--- config.mk ---
export PLATFORM = sky130hd
export DESIGN_NAME = mdp_ram
export DESIGN_NICKNAME = d
export VERILOG_FILES = /design/src/rtl/mdp_ram.sv
export SDC_FILE = /design/constraint.sdc
export NUM_CORES = 1
export LEC_CHECK = 0
export BUFFER_PORTS_ARGS = -buffer_cell sky130_fd_sc_hd__clkbuf_2
export CORE_ASPECT_RATIO = 0.5
export CORE_MARGIN = 5
export CORE_UTILIZATION = 30
export CTS_CLUSTER_SIZE = 24
export DETAILED_ROUTE_END_ITERATION = 7
export HOLD_SLACK_MARGIN = 0.12
export SETUP_SLACK_MARGIN = 0.02
export SLEW_MARGIN = 0
export SYNTH_ARGS = -nofsm -noshare
export SYNTH_HDL_FRONTEND = slang
export SYNTH_SLANG_ARGS = --single-unit
export TNS_END_PERCENT = 5
--- constraint.sdc ---
create_clock -name clk -period 11.1 [get_ports clk]
set_input_delay 2.22 -clock clk [delete_from_list [all_inputs] [get_ports clk]]
set_output_delay 2.22 -clock clk [all_outputs]
set_load 0.005 [all_outputs]
--- src/rtl/mdp_ram.sv ---
`timescale 1ns / 1ps
// mdp_ram: generic single-write, single-read synchronous ram with registered read
// no dependencies

module mdp_ram #(
	parameter int WIDTH = 48,
	parameter int DEPTH = 16,
	parameter int AW    = (DEPTH > 1) ? $clog2(DEPTH) : 1
) (
	input  logic             clk,
	input  logic             we,
	input  logic [AW-1:0]    waddr,
	input  logic [WIDTH-1:0] wdata,
	input  logic             re,
	input  logic [AW-1:0]    raddr,
	output logic [WIDTH-1:0] rdata
);

	logic [WIDTH-1:0] mem [DEPTH];
	logic [WIDTH-1:0] rdata_q;

	always_ff @(posedge clk) begin
		if (we) begin
			mem[waddr] <= wdata;
		end
		if (re) begin
			rdata_q <= mem[raddr];
		end
	end

	assign rdata = rdata_q;

endmodule

# After elaboration in Yosys (flattened, before gate mapping)
# Memories as Yosys holds them, arrays and structs flattened. A register that Yosys moved wholly into a read port is not among the register bits.
# Index checks and enable logic that the tools add are counted.
[totals]
regBits = 0
ramBits = 768
inputBits = 59
out_inout_bits = 48
elab_cells = 3
memories = 1
[classes]
mux = 2
[memory_table]
columns = ["memory", "words", "word_bits", "read_ports", "rd_ports_with_merged_regs", "write_ports", "line_no", "rtl"]
rows = [
  ["mem", 16, 48, 1, 1, 1, "19", "logic [WIDTH-1:0] mem [DEPTH];"],
]
[ops]
columns = ["op", "count"]
rows = [
  ["two-way mux 1 bit", 2],
]

# Longest topological paths before layout
# Gate-level depths: netlist of the first run.
[depth]
depth_word = 2
mapped_depth = 6
depth_no_buf = 3

# Worst setup path after synthesis of the first run
# OpenSTA, ideal clock, no wires.
[synth_path]
path_kind = "input-to-reg"
startpoint = "input port waddr[2]"
endpoint = "memory mem[0][0], enable pin"
setup_ns = 0.513
arrival_ns = 6.011
required_ns = 10.587
slack_ns = 4.576
cell_stages = 2
cell_sequence = "or3b_2 -> nor3_1"
[synth_lines]
columns = ["element", "line_no", "rtl"]
rows = [
  ["start: declaration", "12", "input logic [AW-1:0] waddr,"],
  ["end: declaration", "19", ""],
]
# Straight into the memory's write port.

==> results.toml, run 1 <==
[hold_path]
hp-class = "reg -> reg"
min_from = "mem[14][2]"

[layout]
drive_above_1_share = 0.312
nets = 1452
area_delta_synth_final_pct = 16.1
fin_area_um2 = 35000
utilization = 0.351

[drt]
first_pass_iters = 5
ant_nets = 0
dr_wl_met2_um = 36100
route.detailed.drc = 0
vias_per_cell = 4.81
wl_met3_um = 3050
top_layer_used = "met5"
post_drt_wl_per_cell_um = 24.0
initialDrtViolationCount = 1258
met1_length_um = 26700
num_vias = 13500
wl_um = 67300

[power]
power.density_nw_per_um2 = 185
peakVddDrop_uv = 122
p_leak_nw = 11.0

[synthesis]
synth_top_area_share = 0.812
yosys_warnings = 0
yosys.area.top_type = "edfxtp_1"
async_reset_ff_frac = 0
synth_commonest_cells = "816 x edfxtp_1, 192 x mux4_2, 96 x a22oi_1"
yosys_register_bits = 816
yosys-top-cells-area = "edfxtp_1 81%, mux4_2 14%, a22oi_1 2.4%"
syn-num-nets = 1301
yosysSeqAreaShare = 0.812
synthCells = 1242
synth_edf_count = 816
ys.flop_type = "edfxtp_1"
synth_area_um2 = 30200
synth_cell_type_count = 16
post_synth.cell_area_avg_um2 = 24.3
synth_most_common_cell = "edfxtp_1"

[timing]
period_share = 0.386
slew_headroom = 0.280
rsz0062_at_grt = "no"
slew_viol_final = 0
max_freq_mhz = 233
timing_hold_violations_final = 0
fin_setup_tns_ps = 0
min_period_ps = 4290
worst_pin_slew_ps = 1080
setup_viol = 0
fin_skew_ps = 15.3

[floorplan]
die_y_um = 234
initial_utilization = 0.302
ios = 107
core-area_um2 = 99900
die_w_um = 459
die-area_um2 = 107000
rows = 82

[critical_path]
cp_num_buf_inv = 2
path_delay_family = "buffers and inverters"
reg2reg_from = "mem[8][6]"
crit_path_max_fanout = 64
crit_start = "raddr[0]"
cp.required_ps = 11450
critical_path_class = "in -> reg"
path_cells = "buf_8 -> buf_4 -> mux4_2 -> a22oi_1 -> nand2_1"
cp-end-kind = "register"
critPathMaxStageDelay_ps = 820
critPathLaunchType = "primary input"
cpMaxStageDelayCell = "buf_4"
critical_path_arrival_ps = 4640

[clock_tree]
cts-root-buf = "clkbuf_16"
cts_hold_buf = 0
clk_pin_slew_ps = 60
cts_setup_buffers = 0
cts_buffers = 81
clk_latency_ps = 610
clk_path_buf_depth = 3
htree_levels = 3
cts_sinks = 816
cts_resized = 0
cts_tree = "yes"

[placement]
dpl.hpwl_um = 30000
dpl_cell_area_um2 = 32400
io_buffers = 106
place.gp.congestion = 0.682

[global_route]
globalRouteOverflowTotal = 0
antenna_found_initial = 4
grt_usage = 0.124
grt_pass1_wl_um = 98000
grt_max_degree = 83
grt_pass1_vias = 14200

[outcome]
outcome = "finished clean"

[job]
cap_viol_max_count = 0
-- state kept, by name, summed over array words and instances (netlist names) --
| register | flops |
|---|---|
| rdata | 48 |
| mem | 768 |
-- per-layer routing --
layer	track usage	vias to the layer above
met5	0	-
met4	0.0343	2
met3	0.0178	104
met2	0.230	353
met1	0.153	7345
li1	-	5676
-- power breakdown --
part	leakage [nW]	switching, mW	internal [mW]
combinational	2.25	0.174	0.114
sequential	7.42	0.0189	3.47
clock	1.29	1.11	1.61
-- per-stage QoR --
step | power [mW] | worst slack, ps | hold WS, ps | cells
6_report | 6.49 | 6810 | 733 | 2803
5_1_grt | 6.70 | 6570 | 769 | 2803
4_1_cts | 6.55 | 6760 | 739 | 2800
3_5_place_dp | 3.85 | 6100 | 733 | 2654
3_3_place_gp | 3.84 | 6120 | 726 | 2654
2_1_floorplan | 3.72 | 4580 | 710 | 1242
-- final cells by class --
type / count / area (um^2)
fillers: 9167 / 64900
flip-flops and latches: 816 / 24500
multi-input cells: 363 / 5490
clock buffers: 105 / 2200
well taps: 1344 / 1680
repair buffers: 131 / 739
clock inverters: 41 / 418
diodes: 3 / 7.51
-- logic make-up after synthesis --
family | after synthesis | synth area share
compound gates | 96 | 0.0239
buf+inv | 63 | 0.0104
flops | 816 | 0.812
mux | 192 | 0.143
simple gates | 75 | 0.0104
-- worst min-delay path, delay by kind of cell (launching register included) --
family	cells	cell delay, ps
muxes	1	220
and+or+nand+nor	1	50
AOI/OAI and AO/OA	1	60
DFF	1	310
-- placed cells by master, fill, tap and decap left out, types with 2 or more instances in the layout --
cell and count:
edfxtp_1 816, mux4_2 192, clkbuf_2 103, a22oi_1 96, clkbuf_16 85, nand2_1 49, buf_4 26, clkbuf_1 20
clkinv_1 16, clkinv_2 14, nor2_4 13, bufinv_16 9, nor3_2 4, diode_2 3, nor2b_4 2, nand3b_1 2
nand2b_1 2, inv_6 2
-- final timing paths --
check                            endpoint  slack [ps]  depth (start not counted)
worst min register to register   rdata[2]         730                          3
worst min-delay path             rdata[2]         730                          3
worst max-delay path            rdata[45]        6810                          5
worst max register to register   rdata[6]        9630                          3
Note: power is estimated with default switching activity, not from simulation.
==> inputs of run 2 (changes only) <==
--- a/config.mk
+++ b/config.mk
@@ -5,6 +5,7 @@
 export SDC_FILE = /design/constraint.sdc
 export NUM_CORES = 1
 export LEC_CHECK = 0
+export ABC_AREA = 1
 export BUFFER_PORTS_ARGS = -buffer_cell sky130_fd_sc_hd__clkbuf_2
 export CORE_ASPECT_RATIO = 0.5
 export CORE_MARGIN = 5
==> constraint.sdc (replaced) <==
create_clock -name clk -period 3.8 [get_ports clk]
set_input_delay 0.76 -clock clk [delete_from_list [all_inputs] [get_ports clk]]
set_output_delay 0.76 -clock clk [all_outputs]
set_load 0.005 [all_outputs]
==> results.toml, run 2 <==
[critical_path]
r2r_cells = 6
r2r_slack_ps = 2500
reg2reg_from = "mem[13][37]"
crit_start = "raddr[0]"
critical_path_arrival_ps = 2510
cp.required_ps = 4170
cp-end-kind = "register"
critical_path_class = "in -> reg"
endpoint = "rdata[25]"
crit_path_max_fanout = 101
critPathLaunchType = "primary input"
r2r_end = "rdata[37]"

[global_route]
grt_max_degree = 107
grt_use_met3 = 0.0188
grt_usage = 0.139
antenna_found_initial = 3
grt_pass1_wl_um = 132000
globalRouteOverflowTotal = 0
use_met2 = 0.244
grt_pass1_vias = 21400
met1_usage = 0.179
busiest_layer = "met2"

[timing]
setup_viol = 0
rsz0062_at_grt = "no"
max_freq_mhz = 466
whs_ps = 540
setup_slack_ps = 1660
slew_viol_final = 0
slew_headroom = 0.302
timing_hold_violations_final = 0
min_period_ps = 2140
worst_pin_slew_ps = 1050
fin_skew_ps = 16.8
fin_setup_tns_ps = 0
period_share = 0.564

[synthesis]
synth_top_area_share = 0.711
yosysSeqAreaShare = 0.711
yosys_warnings = 0
async_reset_ff_frac = 0
synth_commonest_cells = "1013 x nand2_1, 816 x edfxtp_1, 580 x inv_1"
yosys_register_bits = 816
synth_edf_count = 816
post_synth.cell_area_avg_um2 = 10.9
yosys-top-cells-area = "edfxtp_1 71%, nand2_1 11%, nand3_1 8.4%"
synth_area_um2 = 34500
synthCells = 3165
synth_cell_type_count = 14
yosys.area.top_type = "edfxtp_1"
ys.flop_type = "edfxtp_1"
syn-num-nets = 3224
synth_most_common_cell = "nand2_1"

[layout]
fin_area_um2 = 39100
finalNonFillerCells = 4820
largest_register_ffs = 768
nets = 3301
largest_register = "mem"
final_cell_mix = "1013 x nand2_1, 816 x edfxtp_1, 578 x inv_1, 577 x nand3_1, 101 x clkbuf_2"
utilization = 0.345
area_delta_synth_final_pct = 13.6
n_fill_cell = 11100
drive_above_1_share = 0.0862
mostFrequentLayoutCell = "nand2_1"

[drt]
vias_per_cell = 4.55
initialDrtViolationCount = 1845
ant_nets = 0
route.detailed.drc = 0
wl_um = 86200
num_vias = 21900
post_drt_wl_per_cell_um = 17.9
first_pass_iters = 5

[clock_tree]
cts_hold_buf = 0
clk_path_buf_depth = 3
cts_buffers = 82
clk_pin_slew_ps = 60
cts_sinks = 816
htree_levels = 3
cts-root-buf = "clkbuf_16"
cts_tree = "yes"
cts_setup_buffers = 0
clk_latency_ps = 630
cts_resized = 0

[floorplan]
die_w_um = 489
ios = 107
die-area_um2 = 122000
core-area_um2 = 113000
initial_utilization = 0.304
die_y_um = 250
rows = 87

[power]
peakVddDrop_uv = 352
p_leak_nw = 16.2
power.density_nw_per_um2 = 487
p_total_mw = 19.1

[placement]
place.gp.congestion = 0.756
io_buffers = 106
dpl.hpwl_um = 44200
place_inst = 4671
dpl_cell_area_um2 = 36600
preCtsSetupSlack_ps = 1050

[job]
cap_viol_max_count = 0

[hold_path]
hp-class = "in -> reg"

[outcome]
outcome = "finished clean"
==> run 2: cell count changes after synthesis, sizes merged, moves of 3 or more <==
cell / before / now
nor3: 4 / 0
clkbuf: 28 / 25
nand2: 49 / 1013
a22oi: 96 / 0
nor2: 13 / 17
inv: 0 / 582
mux4: 192 / 0
nand3: 1 / 577
buf: 35 / 133
==> run 2: final cells by class <==
cell class | count | area (um^2) | share of cell area
antenna | 1 | 2.50 | 0.0000639
clock buffer | 100 | 2230 | 0.0569
clock inverter | 48 | 324 | 0.00828
inverter | 582 | 2200 | 0.0563
multi-input combinational | 1609 | 6890 | 0.176
sequential | 816 | 24500 | 0.626
tap | 1513 | 1890 | 0.0484
timing repair buffer | 151 | 1100 | 0.0282
==> run 2: worst min path at each step <==
stage / cells past startpoint / from / to
after floorplan: 6 / mem[10][0] / rdata[0]
after global placement: 6 / mem[10][32] / rdata[32]
final: 1 / wdata[20] / mem[3][20]
after CTS: 1 / wdata[20] / mem[3][20]
after global routing: 1 / wdata[19] / mem[2][19]
after detailed placement: 6 / mem[10][7] / rdata[7]
==> run 2: where the power goes <==
part	internal (mW)	leakage [nW]	switching [mW]
clock	4.42	1.26	3.30
sequential	10.1	7.41	0.0648
combinational	0.308	7.55	0.837
total	14.9	16.2	4.21
==> run 2: critical path: stages <==
cell and delay, ps:
buf_8 250, clkinv_8 360, buf_12 390, nand2_1 120, nand2_1 50, nand2_1 50
nand3_1 80, nand3_1 120, nand2_1 90
==> run 2: layer usage <==
layer	vias to the layer above	share of wire
li1	10400	-
met2	573	0.50
met3	146	0.049
met4	2	0.028
met1	10800	0.42
met5	-	0.000081
==> run 2: cells by family after synthesis <==
logic type | after synthesis | share of synthesized area
buf+inv | 740 | 0.0927
flops | 816 | 0.711
simple gates | 1609 | 0.196
